$ cat config.mk
export PLATFORM = sky130hd
export DESIGN_NAME = sorted_list_engine
export DESIGN_NICKNAME = d
export VERILOG_FILES = /design/src/design/sle_pkg.sv /design/src/design/sorted_list_engine.sv /design/src/design/sle_cell.sv
export SDC_FILE = /design/constraint.sdc
export NUM_CORES = 2
export LEC_CHECK = 0
export ABC_AREA = 1
export BUFFER_PORTS_ARGS = -buffer_cell sky130_fd_sc_hd__clkbuf_2
export CORE_MARGIN = 4
export CORE_UTILIZATION = 55
export CTS_CLUSTER_DIAMETER = 200
export DETAILED_ROUTE_END_ITERATION = 10
export PLACE_DENSITY = 0.68
export SLEW_MARGIN = 20
export SYNTH_ARGS = -nofsm -noshare
export SYNTH_HDL_FRONTEND = slang
export SYNTH_SLANG_ARGS = --single-unit
export TNS_END_PERCENT = 1
$ cat constraint.sdc
create_clock -name clock -period 6.8 [get_ports clock]
set_clock_uncertainty 0.15 [all_clocks]
set_input_delay 1.02 -clock clock [delete_from_list [all_inputs] [get_ports clock]]
set_output_delay 1.02 -clock clock [all_outputs]
set_load 0.05 [all_outputs]
$ cat src/design/sle_pkg.sv
// Shared types and codes of the sorted list engine.
package sle_pkg;

   localparam int VALUE_W = 32;

   localparam logic [2:0] CMD_INSERT = 3'd0;
   localparam logic [2:0] CMD_DELETE = 3'd1;
   localparam logic [2:0] CMD_SEARCH = 3'd2;
   localparam logic [2:0] CMD_LIST   = 3'd3;
   localparam logic [2:0] CMD_CLEAR  = 3'd4;

   localparam logic [1:0] ST_OK        = 2'd0;
   localparam logic [1:0] ST_NOT_FOUND = 2'd1;
   localparam logic [1:0] ST_EMPTY     = 2'd2;
   localparam logic [1:0] ST_FULL      = 2'd3;

   localparam logic [2:0] OP_HOLD    = 3'd0;
   localparam logic [2:0] OP_COMPARE = 3'd1;
   localparam logic [2:0] OP_INSERT  = 3'd2;
   localparam logic [2:0] OP_REMOVE  = 3'd3;
   localparam logic [2:0] OP_ROTATE  = 3'd4;

   typedef struct packed {
      logic [2:0]                op;
      logic signed [VALUE_W-1:0] operand;
   } sle_ctl_type;

endpackage

$ cat src/design/sorted_list_engine.sv
// Top level of the sorted list engine: command sequencer, cell chain and result register.
// Values sit in ascending signed order in a chain of CAPACITY cells; the store is empty
// after reset. Insert, delete and search compare every cell's entry with the operand on
// acceptance; then, once the output register is free, the chain shifts by one place for
// an insert into a non-full store or a found delete, and the single result item is loaded
// into the output register. List and clear also compare first; on a non-empty store they
// set up the stream, then stream one entry per cycle while the consumer does not stall,
// from the head of the chain, which rotates through the occupied cells. An unused command
// code is accepted and dropped. Results are held in an output register while the consumer
// stalls; the next item is accepted once the current one has produced all its results.
module sorted_list_engine #(
   parameter int CAPACITY = 16
) (
   input  logic                               clock,
   input  logic                               reset,
   input  logic                               req_tvalid,
   output logic                               req_tready,
   input  logic signed [sle_pkg::VALUE_W-1:0] req_tdata,  // value
   input  logic [2:0]                         req_tuser,  // cmd
   output logic                               rsp_tvalid,
   input  logic                               rsp_tready,
   output logic signed [sle_pkg::VALUE_W-1:0] rsp_tdata,  // item_value
   output logic [1:0]                         rsp_tuser,  // status
   output logic                               rsp_tlast
);

   localparam int CNT_W = $clog2(CAPACITY + 1);

   localparam logic [1:0] S_IDLE   = 2'd0;
   localparam logic [1:0] S_EXEC   = 2'd1;
   localparam logic [1:0] S_STREAM = 2'd2;

   logic [1:0]                         state_ff, state_in;
   logic [CNT_W-1:0]                   count_ff, count_in;
   logic [CNT_W-1:0]                   remain_ff, remain_in;
   logic [2:0]                         cmd_ff;
   logic signed [sle_pkg::VALUE_W-1:0] value_ff;
   logic                               rsp_valid_ff, rsp_valid_in;
   logic signed [sle_pkg::VALUE_W-1:0] rsp_value_ff, rsp_value_in;
   logic [1:0]                         rsp_status_ff, rsp_status_in;
   logic                               rsp_last_ff, rsp_last_in;
   logic                               load;
   logic                               accept;
   logic                               out_free;
   logic                               found;
   sle_pkg::sle_ctl_type               ctl;

   logic signed [sle_pkg::VALUE_W-1:0] cell_value [CAPACITY];
   logic [CAPACITY-1:0]                cell_gt;
   logic [CAPACITY-1:0]                cell_after;
   logic [CAPACITY-1:0]                cell_eq;
   logic [CAPACITY-1:0]                occupied;
   logic [CAPACITY-1:0]                tail;

   assign accept     = req_tvalid && req_tready;
   assign req_tready = (state_ff == S_IDLE);
   assign out_free   = !rsp_valid_ff || rsp_tready;
   assign found      = |cell_eq;

   genvar g;
   generate
      for (g = 0; g < CAPACITY; g++) begin : g_cell
         logic                               left_gt;
         logic                               left_after;
         logic signed [sle_pkg::VALUE_W-1:0] left_value;
         logic signed [sle_pkg::VALUE_W-1:0] right_value;

         assign occupied[g] = (CNT_W'(g) < count_ff);
         assign tail[g]     = (CNT_W'(g + 1) == count_ff);

         if (g == 0) begin : g_first
            assign left_gt    = 1'b0;
            assign left_after = 1'b0;
            assign left_value = cell_value[g];
         end else begin : g_inner
            assign left_gt    = cell_gt[g-1];
            assign left_after = cell_after[g-1];
            assign left_value = cell_value[g-1];
         end

         if (g == CAPACITY - 1) begin : g_end
            assign right_value = cell_value[g];
         end else begin : g_mid
            assign right_value = cell_value[g+1];
         end

         sle_cell u_cell (
            .clock       (clock),
            .ctl         (ctl),
            .occupied    (occupied[g]),
            .tail        (tail[g]),
            .left_gt     (left_gt),
            .left_after  (left_after),
            .left_value  (left_value),
            .right_value (right_value),
            .head_value  (cell_value[0]),
            .value       (cell_value[g]),
            .gt          (cell_gt[g]),
            .after       (cell_after[g]),
            .eq          (cell_eq[g])
         );
      end
   endgenerate

   always_comb begin
      state_in      = state_ff;
      count_in      = count_ff;
      remain_in     = remain_ff;
      load          = 1'b0;
      rsp_value_in  = value_ff;
      rsp_status_in = sle_pkg::ST_OK;
      rsp_last_in   = 1'b1;
      ctl.op        = sle_pkg::OP_HOLD;
      ctl.operand   = (state_ff == S_IDLE) ? req_tdata : value_ff;
      unique case (state_ff)
         S_IDLE: begin
            if (accept && (req_tuser <= sle_pkg::CMD_CLEAR)) begin
               ctl.op   = sle_pkg::OP_COMPARE;
               state_in = S_EXEC;
            end
         end
         S_EXEC: begin
            if (out_free) begin
               state_in = S_IDLE;
               load     = 1'b1;
               if (cmd_ff == sle_pkg::CMD_INSERT) begin
                  if (count_ff == CNT_W'(CAPACITY)) begin
                     rsp_status_in = sle_pkg::ST_FULL;
                  end else begin
                     ctl.op   = sle_pkg::OP_INSERT;
                     count_in = count_ff + 1'b1;
                  end
               end else if (count_ff == '0) begin
                  rsp_status_in = sle_pkg::ST_EMPTY;
               end else begin
                  case (cmd_ff) inside
                     sle_pkg::CMD_DELETE, sle_pkg::CMD_SEARCH: begin
                        if (!found) begin
                           rsp_status_in = sle_pkg::ST_NOT_FOUND;
                        end else if (cmd_ff == sle_pkg::CMD_DELETE) begin
                           ctl.op   = sle_pkg::OP_REMOVE;
                           count_in = count_ff - 1'b1;
                        end
                     end
                     default: begin
                        load      = 1'b0;
                        remain_in = count_ff;
                        state_in  = S_STREAM;
                     end
                  endcase
               end
            end
         end
         S_STREAM: begin
            if (out_free) begin
               load         = 1'b1;
               ctl.op       = sle_pkg::OP_ROTATE;
               rsp_value_in = cell_value[0];
               rsp_last_in  = (remain_ff == CNT_W'(1));
               remain_in    = remain_ff - 1'b1;
               if (remain_ff == CNT_W'(1)) begin
                  state_in = S_IDLE;
                  if (cmd_ff == sle_pkg::CMD_CLEAR) begin
                     count_in = '0;
                  end
               end
            end
         end
         default: begin
            state_in = S_IDLE;
         end
      endcase
   end

   always_comb begin
      if (load) begin
         rsp_valid_in = 1'b1;
      end else if (rsp_tready) begin
         rsp_valid_in = 1'b0;
      end else begin
         rsp_valid_in = rsp_valid_ff;
      end
   end

   always_ff @(posedge clock) begin
      if (reset) begin
         state_ff     <= S_IDLE;
         count_ff     <= '0;
         remain_ff    <= '0;
         rsp_valid_ff <= 1'b0;
      end else begin
         state_ff     <= state_in;
         count_ff     <= count_in;
         remain_ff    <= remain_in;
         rsp_valid_ff <= rsp_valid_in;
      end
   end

   always_ff @(posedge clock) begin
      if (accept) begin
         cmd_ff   <= req_tuser;
         value_ff <= req_tdata;
      end
      if (load) begin
         rsp_value_ff  <= rsp_value_in;
         rsp_status_ff <= rsp_status_in;
         rsp_last_ff   <= rsp_last_in;
      end
   end

   assign rsp_tvalid = rsp_valid_ff;
   assign rsp_tdata  = rsp_value_ff;
   assign rsp_tuser  = rsp_status_ff;
   assign rsp_tlast  = rsp_last_ff;

`ifndef SYNTHESIS
   a_count_bound: assert property (@(posedge clock) disable iff (reset)
      count_ff <= CNT_W'(CAPACITY))
      else $error("Entry count exceeds capacity.");

   a_stream_remain: assert property (@(posedge clock) disable iff (reset)
      state_ff == S_STREAM |-> remain_ff != '0)
      else $error("Streaming with no entries left.");

   a_full_hold: assert property (@(posedge clock) disable iff (reset)
      (state_ff == S_EXEC && out_free && cmd_ff == sle_pkg::CMD_INSERT &&
       count_ff == CNT_W'(CAPACITY)) |=> $stable(count_ff))
      else $error("Insert into a full store changed the count.");
`endif

endmodule

$ cat src/design/sle_cell.sv
// One cell of the sorted chain: holds one entry and its compare flags.
module sle_cell (
   input  logic                               clock,
   input  sle_pkg::sle_ctl_type               ctl,
   input  logic                               occupied,
   input  logic                               tail,
   input  logic                               left_gt,
   input  logic                               left_after,
   input  logic signed [sle_pkg::VALUE_W-1:0] left_value,
   input  logic signed [sle_pkg::VALUE_W-1:0] right_value,
   input  logic signed [sle_pkg::VALUE_W-1:0] head_value,
   output logic signed [sle_pkg::VALUE_W-1:0] value,
   output logic                               gt,
   output logic                               after,
   output logic                               eq
);

   logic signed [sle_pkg::VALUE_W-1:0] value_ff, value_in;
   logic                               gt_ff, gt_in;
   logic                               ge_ff, ge_in;
   logic                               eq_ff, eq_in;
   logic                               after_pt;

   assign after_pt = gt_ff || !occupied;

   always_comb begin
      value_in = value_ff;
      gt_in    = gt_ff;
      ge_in    = ge_ff;
      eq_in    = eq_ff;
      unique case (ctl.op)
         sle_pkg::OP_HOLD: begin
         end
         sle_pkg::OP_COMPARE: begin
            gt_in = occupied && (value_ff > ctl.operand);
            ge_in = occupied && (value_ff >= ctl.operand);
            eq_in = occupied && (value_ff == ctl.operand);
         end
         sle_pkg::OP_INSERT: begin
            if (left_gt) begin
               value_in = left_value;
            end else if (after_pt && !left_after) begin
               value_in = ctl.operand;
            end
         end
         sle_pkg::OP_REMOVE: begin
            if (ge_ff) begin
               value_in = right_value;
            end
         end
         sle_pkg::OP_ROTATE: begin
            value_in = tail ? head_value : right_value;
         end
         default: begin
         end
      endcase
   end

   always_ff @(posedge clock) begin
      value_ff <= value_in;
      gt_ff    <= gt_in;
      ge_ff    <= ge_in;
      eq_ff    <= eq_in;
   end

   assign value = value_ff;
   assign gt    = gt_ff;
   assign after = after_pt;
   assign eq    = eq_ff;

endmodule
### Word-level counts from Yosys, hierarchy flattened

Cells that the tools add are included.

| storage, ports and cells | value |
|---|---|
| register bits | 642 |
| bits of input ports | 39 |
| word-level logic and storage cells | 484 |

| cells by class | value |
|---|---|
| add/subtract/negate cells | 3 |
| order comparisons | 48 |
| equal/unequal tests | 89 |
| multiplexer cells | 129 |
| reductions and logical operators | 143 |

Operators by type and width:

| operator | count |
|---|---|
| 32-bit 2-to-1 mux | 65 |
| 32-bit case mux with 3 select lines | 15 |
| 32-bit == test | 16 |
| 32-bit > comparator | 16 |
| 32-bit >= comparator | 15 |
| 5-bit 2-to-1 mux | 15 |
| 1-bit logical AND | 64 |
| 32-bit case mux with 2 select lines | 1 |
| 3-bit by 1-bit != test with 1-bit output (second input constant) | 15 |
| 3-bit AND reduction | 15 |
| 4-bit by 5-bit == test with 1-bit output (first input constant) | 8 |
| 4-bit by 5-bit less-than comparator with 1-bit output (first input constant) | 8 |
| 2-bit by 1-bit != test with 1-bit output (second input constant) | 18 |
| 1-bit logical NOT | 32 |
| 2-bit 2-to-1 mux | 15 |
| 3-bit by 5-bit == test with 1-bit output (first input constant) | 4 |
| 3-bit by 5-bit less-than comparator with 1-bit output (first input constant) | 4 |
| 5-bit case mux with 2 select lines | 2 |
| 1-bit logical OR | 17 |
| 2-bit != test (second input constant) | 8 |
| 16-bit OR reduction | 1 |
| 3-bit != test (second input constant) | 5 |
| 2-bit by 5-bit == test with 1-bit output (first input constant) | 2 |
| 1-bit by 5-bit less-than comparator with 1-bit output (first input constant) | 2 |
| other kinds (28) | 49 |

### Longest topological paths before layout

| logic depth | value |
|---|---|
| depth after elaboration | 11 |
| mapped depth | 22 |
| mapped depth without buffers | 21 |

### Modules after synthesis

Synthesis repeated with hierarchy kept, for this count alone.

| unflattened totals | value |
|---|---|
| cell total of the unflattened synthesis | 7121 |
| area, all modules | 53685.2 um^2 |

By module, submodules not included:

| module | instances | cells an instance | area each (um^2) |
|---|---|---|---|
| sle_cell (g_cell[0].u_cell ...) | 15 | 415 | 3076.7 |
| sorted_list_engine | 1 | 471 | 4425.5 |
| sle_cell (g_cell[9].u_cell) | 1 | 425 | 3109.2 |

### Least setup slack after synthesis

OpenSTA, ideal clock, no wires.

| timing | value |
|---|---|
| kind | register -> register |
| start point | register state_ff[0] |
| end point | register g_cell[0].u_cell.eq_ff (enable) |
| setup time | 0.452 ns |
| arrival time | 4.894 ns |
| required time | 6.198 ns |
| path slack | 1.304 ns |
| cell stages (with the launch flop) | 12 |
| buffers on the path | 3 |
| period minus slack after synthesis | 5.496 ns |
| cells stage by stage | dfxtp_1 > inv_1 > ha_1 > buf_2 > nand2_1 > inv_1 > nand2_1 > a21oi_4 > buf_2 > buf_2 > nand2_1 > nor2_1 |

| between the ends | value |
|---|---|
| cells in the longest elaborated chain, start to end | 6 |
| elaborated cells on any way between the ends | 8 |
| those cells by class | 3 x eq/ne; 2 x mux; 3 x reduce/logical |

RTL lines:

| element | line | source |
|---|---|---|
| start: declaration | sorted_list_engine.sv:33 | `logic [1:0] state_ff, state_in;` |
| start signal: assignment | sorted_list_engine.sv:192 | `state_ff <= state_in;` |
| 2-bit logical NOT | sorted_list_engine.sv:56 | `assign req_tready = (state_ff == S_IDLE);` |
| named net req_tready | sorted_list_engine.sv:17 | `output logic req_tready,` |
| 1-bit logical AND | sorted_list_engine.sv:55 | `assign accept = req_tvalid && req_tready;` |
| named net accept | sorted_list_engine.sv:43 | `logic accept;` |
| 1-bit logical AND | sorted_list_engine.sv:117 | `if (accept && (req_tuser <= sle_pkg::CMD_CLEAR)) begin` |
| 1-bit 2-to-1 mux | sorted_list_engine.sv:117 |  |
| 3-bit case mux with 3 select lines | sorted_list_engine.sv:115 | `unique case (state_ff)` |
| 3-bit by 1-bit == test with 1-bit output | sle_cell.sv:31 | `unique case (ctl.op)` |
| end signal: assignment | sle_cell.sv:63 | `eq_ff <= eq_in;` |
| end: declaration | sle_cell.sv:21 | `logic eq_ff, eq_in;` |

The timed path passes the listed nets, and every way through them passes these cells.
A chain may end at the register's enable or synchronous reset.

### Final worst setup path

| timing | value |
|---|---|
| start point | register state_ff[0] |
| end point | register g_cell[12].u_cell.value_ff (netlist bit g_cell[12].u_cell.value[25]) (enable) |

| between the ends | value |
|---|---|
| cells in the longest elaborated chain, start to end | 8 |
| elaborated cells on any way between the ends | 14 |
| those cells by class | 7 x eq/ne; 2 x mux; 5 x reduce/logical |

RTL lines:

| element | line | source |
|---|---|---|
| 2-bit logical NOT | sorted_list_engine.sv:56, sorted_list_engine.sv:115 |  |
| 1-bit logical AND | sorted_list_engine.sv:55 |  |
| 1-bit logical AND | sorted_list_engine.sv:117 |  |
| 1-bit 2-to-1 mux | sorted_list_engine.sv:117 |  |
| 3-bit case mux with 3 select lines (*) | sorted_list_engine.sv:115 |  |
| 3-bit by 2-bit == test with 1-bit output / 3-bit == test (equally long branches) | sle_cell.sv:31 |  |
| 3-bit by 1-bit != test with 1-bit output (no source line), or another cell as far along | -- |  |
| 3-bit AND reduction (no source line) (*) | -- |  |
| end signal: assignment | sle_cell.sv:60 | `value_ff <= value_in;` |
| end: declaration | sle_cell.sv:18 | `logic signed [sle_pkg::VALUE_W-1:0] value_ff, value_in;` |

Mark *: on every way between the ends. The rest lies on a longest branch, timed or not.

==> results.rst <==
.. list-table::
   :header-rows: 1

   * - Metric
     - Value
   * - Normalized max-slew margin
     - 0.122
   * - Horizontal extent of the die
     - 320 um
   * - Flip-flop cell with the highest count after synthesis
     - edfxtp_1
   * - Multi-input gate area
     - 0.0316 mm2
   * - Unrepaired setup endpoints after global routing
     - false
   * - Number of flops mapped to enable cells by yosys
     - 629
   * - Total length of routed wires
     - 200000 um
   * - Detailed-placement wirelength estimate
     - 132000 um
   * - Final Hold Fails
     - 0
   * - Seq/Total Area, Yosys
     - 0.358
   * - Cell at the root of the clock tree
     - clkbuf_16
   * - Layout cells sized above 1
     - 0.0537
   * - Class of the most critical hold timing path
     - reg2reg
   * - Total negative setup slack
     - 0 ns
   * - Maximum net fanout on the critical path
     - 44
   * - Top-level I/O count
     - 76
   * - Final max-slew violation count
     - 0
   * - Die ar.
     - 0.102 mm2
   * - Worst-margin pin slew
     - 1.32 ns
   * - Setup crit end kind
     - register
   * - Number of clock sinks
     - 642
   * - Count of input and output buffers
     - 75
   * - CTS buffer count
     - 80
   * - Deepest level of the CTS H-tree
     - 3
   * - Max Cap Violations
     - 0
   * - Total DRC errors in the routed layout
     - 0
   * - Largest area contributor in the netlist
     - edfxtp_1
   * - Maximum clock frequency
     - 0.202 GHz
   * - Vias in the first global route
     - 50000
   * - # hold bufs at CTS
     - 0
   * - Synth area leaders
     - edfxtp_1, nand2_1, nand3_1, ha_1, o21ai_0
   * - Post-CTS setup repair buffer count
     - 0
   * - Final core area utilization
     - 0.593
   * - Status
     - completed
   * - Critical Setup Path Class
     - reg2reg
   * - Number of filler instances in the final layout
     - 8924
   * - Vias per cell
     - 6.39
   * - Post-Synthesis Cell Area
     - 0.0535 mm2
   * - Final weighted congestion in routability-driven placement
     - 0.978
   * - Sequential standard cell area
     - 0.0191 mm2
   * - Routed Antenna Nets
     - 0
   * - Area growth, synth to finish
     - 7.04%
   * - Dominant cell by count in the synthesized netlist
     - nand2_1
   * - Distinct cells, synth
     - 42
   * - Area of the core region
     - 0.0966 mm2
   * - Final Cycle Share
     - 0.727
   * - Cell count of the worst reg-to-reg path
     - 13
   * - Ys async rst share
     - 0
   * - Maximum number of pins on one net before global-route repair
     - 196
   * - Initial antenna violation count
     - 1
   * - Avg Cell Area, Syn
     - 7.26 um2
   * - Most common library cells after synthesis
     - nand2_1, nand3_1, o21ai_0
   * - Post-synthesis sequential element count
     - 642
   * - Required time of the critical path
     - 6.99 ns
   * - Number of synthesis warnings
     - 0
   * - Number of cells in the finished layout apart from fillers
     - 8441
   * - Effective utilization at floorplan
     - 0.554
   * - Total routing usage reported by global routing
     - 0.379
   * - Violation count after the first detailed-routing iteration
     - 7304
   * - Time the worst path needs with I/O delays and setup
     - 4.94 ns
   * - CTS clock-pin slew for the worst setup and hold paths
     - 0.06 ns
   * - Number of cells in the design after placement
     - 8295
   * - DR WL/cell
     - 23.7 um
   * - Total power
     - 22.8 mW
   * - Power per cell area
     - 398 mW/mm2
   * - Later-pin clock latency in the skew report
     - 0.67 ns
   * - TritonCTS clock tree
     - done
   * - Cells resized by post-CTS repair
     - 0
   * - Cells after synthesis
     - 7372
   * - Post-Route Hold Slack
     - 0.355 ns
   * - Y dimension of the die
     - 320 um
   * - Post-Synthesis Net Count
     - 7935
   * - Number of vias after detailed routing
     - 54000
   * - Iteration count of the initial detailed-routing pass
     - 6
   * - Setup Viol. Count Final
     - 0
   * - Net count, final
     - 7664
   * - Remaining global-route overflow
     - 0
   * - Data arrival time at the worst-slack endpoint
     - 5.13 ns
   * - Wire length of the first global-routing pass
     - 304000 um
   * - Core Rows
     - 114
   * - Maximum root-to-sink buffer count
     - 3
   * - Worst vdd ir
     - 291 uV
   * - Worst hold path cell count
     - 2
   * - Proportion of netlist area held by the largest area contributor
     - 0.353
   * - Type of origin of the critical path
     - register
   * - Lkg Pwr
     - 24.7 nW
[through the flow]
| step | area, um2 | setup WS (ns) |
|---|---|---|
| CTS | 57300 | 1.90 |
| global placement | 54800 | 1.36 |
| global route | 57300 | 1.65 |
| floorplan | 53500 | 1.30 |
| detailed placement | 54800 | 1.93 |
| finish | 57300 | 1.86 |
[path summary, 6_finish.rpt]
| path | start | endpoint | slack [ns] |
|---|---|---|---|
| max reg2reg | state_ff[0] | g_cell[12].u_cell.value[25] | 1.86 |
| max | state_ff[0] | g_cell[12].u_cell.value[25] | 1.86 |
| min reg2reg | remain_ff[4] | remain_ff[4] | 0.36 |
| min | remain_ff[4] | remain_ff[4] | 0.36 |
[layout by cell type, fill, tap and decap left out, types with 30 or more instances in the layout]
cell type	synthesis	routed
nand4_1	51	51
mux2i_4	0	30
edfxtp_1	629	629
a21oi_1	270	270
nor2_1	268	250
clkbuf_2	0	75
clkbuf_16	0	85
inv_1	273	270
nand3b_1	38	38
buf_4	12	104
o21ai_1	30	31
nand2_1	2178	2169
nand3_1	1413	1409
o21ai_0	985	984
ha_1	524	523
[layer usage]
layer  wire length [um]  vias to the layer above  global-route usage  share of wire
met2              87200                     3358               0.581           0.44
met1              77500                    25000               0.500           0.39
met3              22300                      569              0.0787           0.11
met5                  0                        -                   0              0
met4              12700                        0               0.213          0.064
li1                   -                    25100                   -              -
[layout make-up]
class	instances	share of cell area
Clock buffer	109	0.0389
Tap cell	1276	0.0279
Multi-Input combinational cell	5907	0.552
Antenna cell	1	0.0000437
Timing Repair Buffer	190	0.0241
Sequential cell	642	0.334
Clock inverter	36	0.00424
Inverter	280	0.0186
[registers in the layout, summed over array words and instances (netlist names)]
signal / count
rsp_tdata: 32
cmd_ff: 3
g_cell.u_cell.gt: 16
g_cell.u_cell.value: 512
remain_ff: 5
g_cell.u_cell.ge_ff: 15
value_ff: 32
state_ff: 2
rsp_tlast: 1
rsp_tvalid: 1
g_cell.u_cell.eq: 16
count_ff: 5
rsp_tuser: 2
[where the power goes]
| part | switching (mW) | leakage, nW | internal (mW) |
|---|---|---|---|
| Combinational | 8.13 | 17.6 | 3.76 |
| Clock | 1.85 | 1.22 | 2.40 |
| Sequential | 0.843 | 5.87 | 5.82 |
[critical path: stages (launching register included)]
cell and delay [ns]:
dfxtp_1 0.33, inv_1 0.16, ha_1 0.40, inv_2 0.20, nor2_1 0.26, inv_2 0.08
nor2_4 0.18, inv_2 0.05, nor2_1 0.29, nand2_8 0.33, nand2_1 0.63, nand2_1 0.19
nor2_4 0.92, buf_4 0.41
[cell families (layout without fill, tap and decap cells)]
logic type,after synthesis,count (layout),share of synthesized area
adder cells (fa/ha/maj),524,524,0.122
flip-flops,642,642,0.358
AND/OR/NAND/NOR,3995,3995,0.321
AO/OA/AOI/OAI,1351,1351,0.130
other,0,1,0
multiplexers,32,32,0.00601
XOR/XNOR,5,5,0.000818
buffers and inverters,823,615,0.0627
Power figures use the tool's default switching activity.
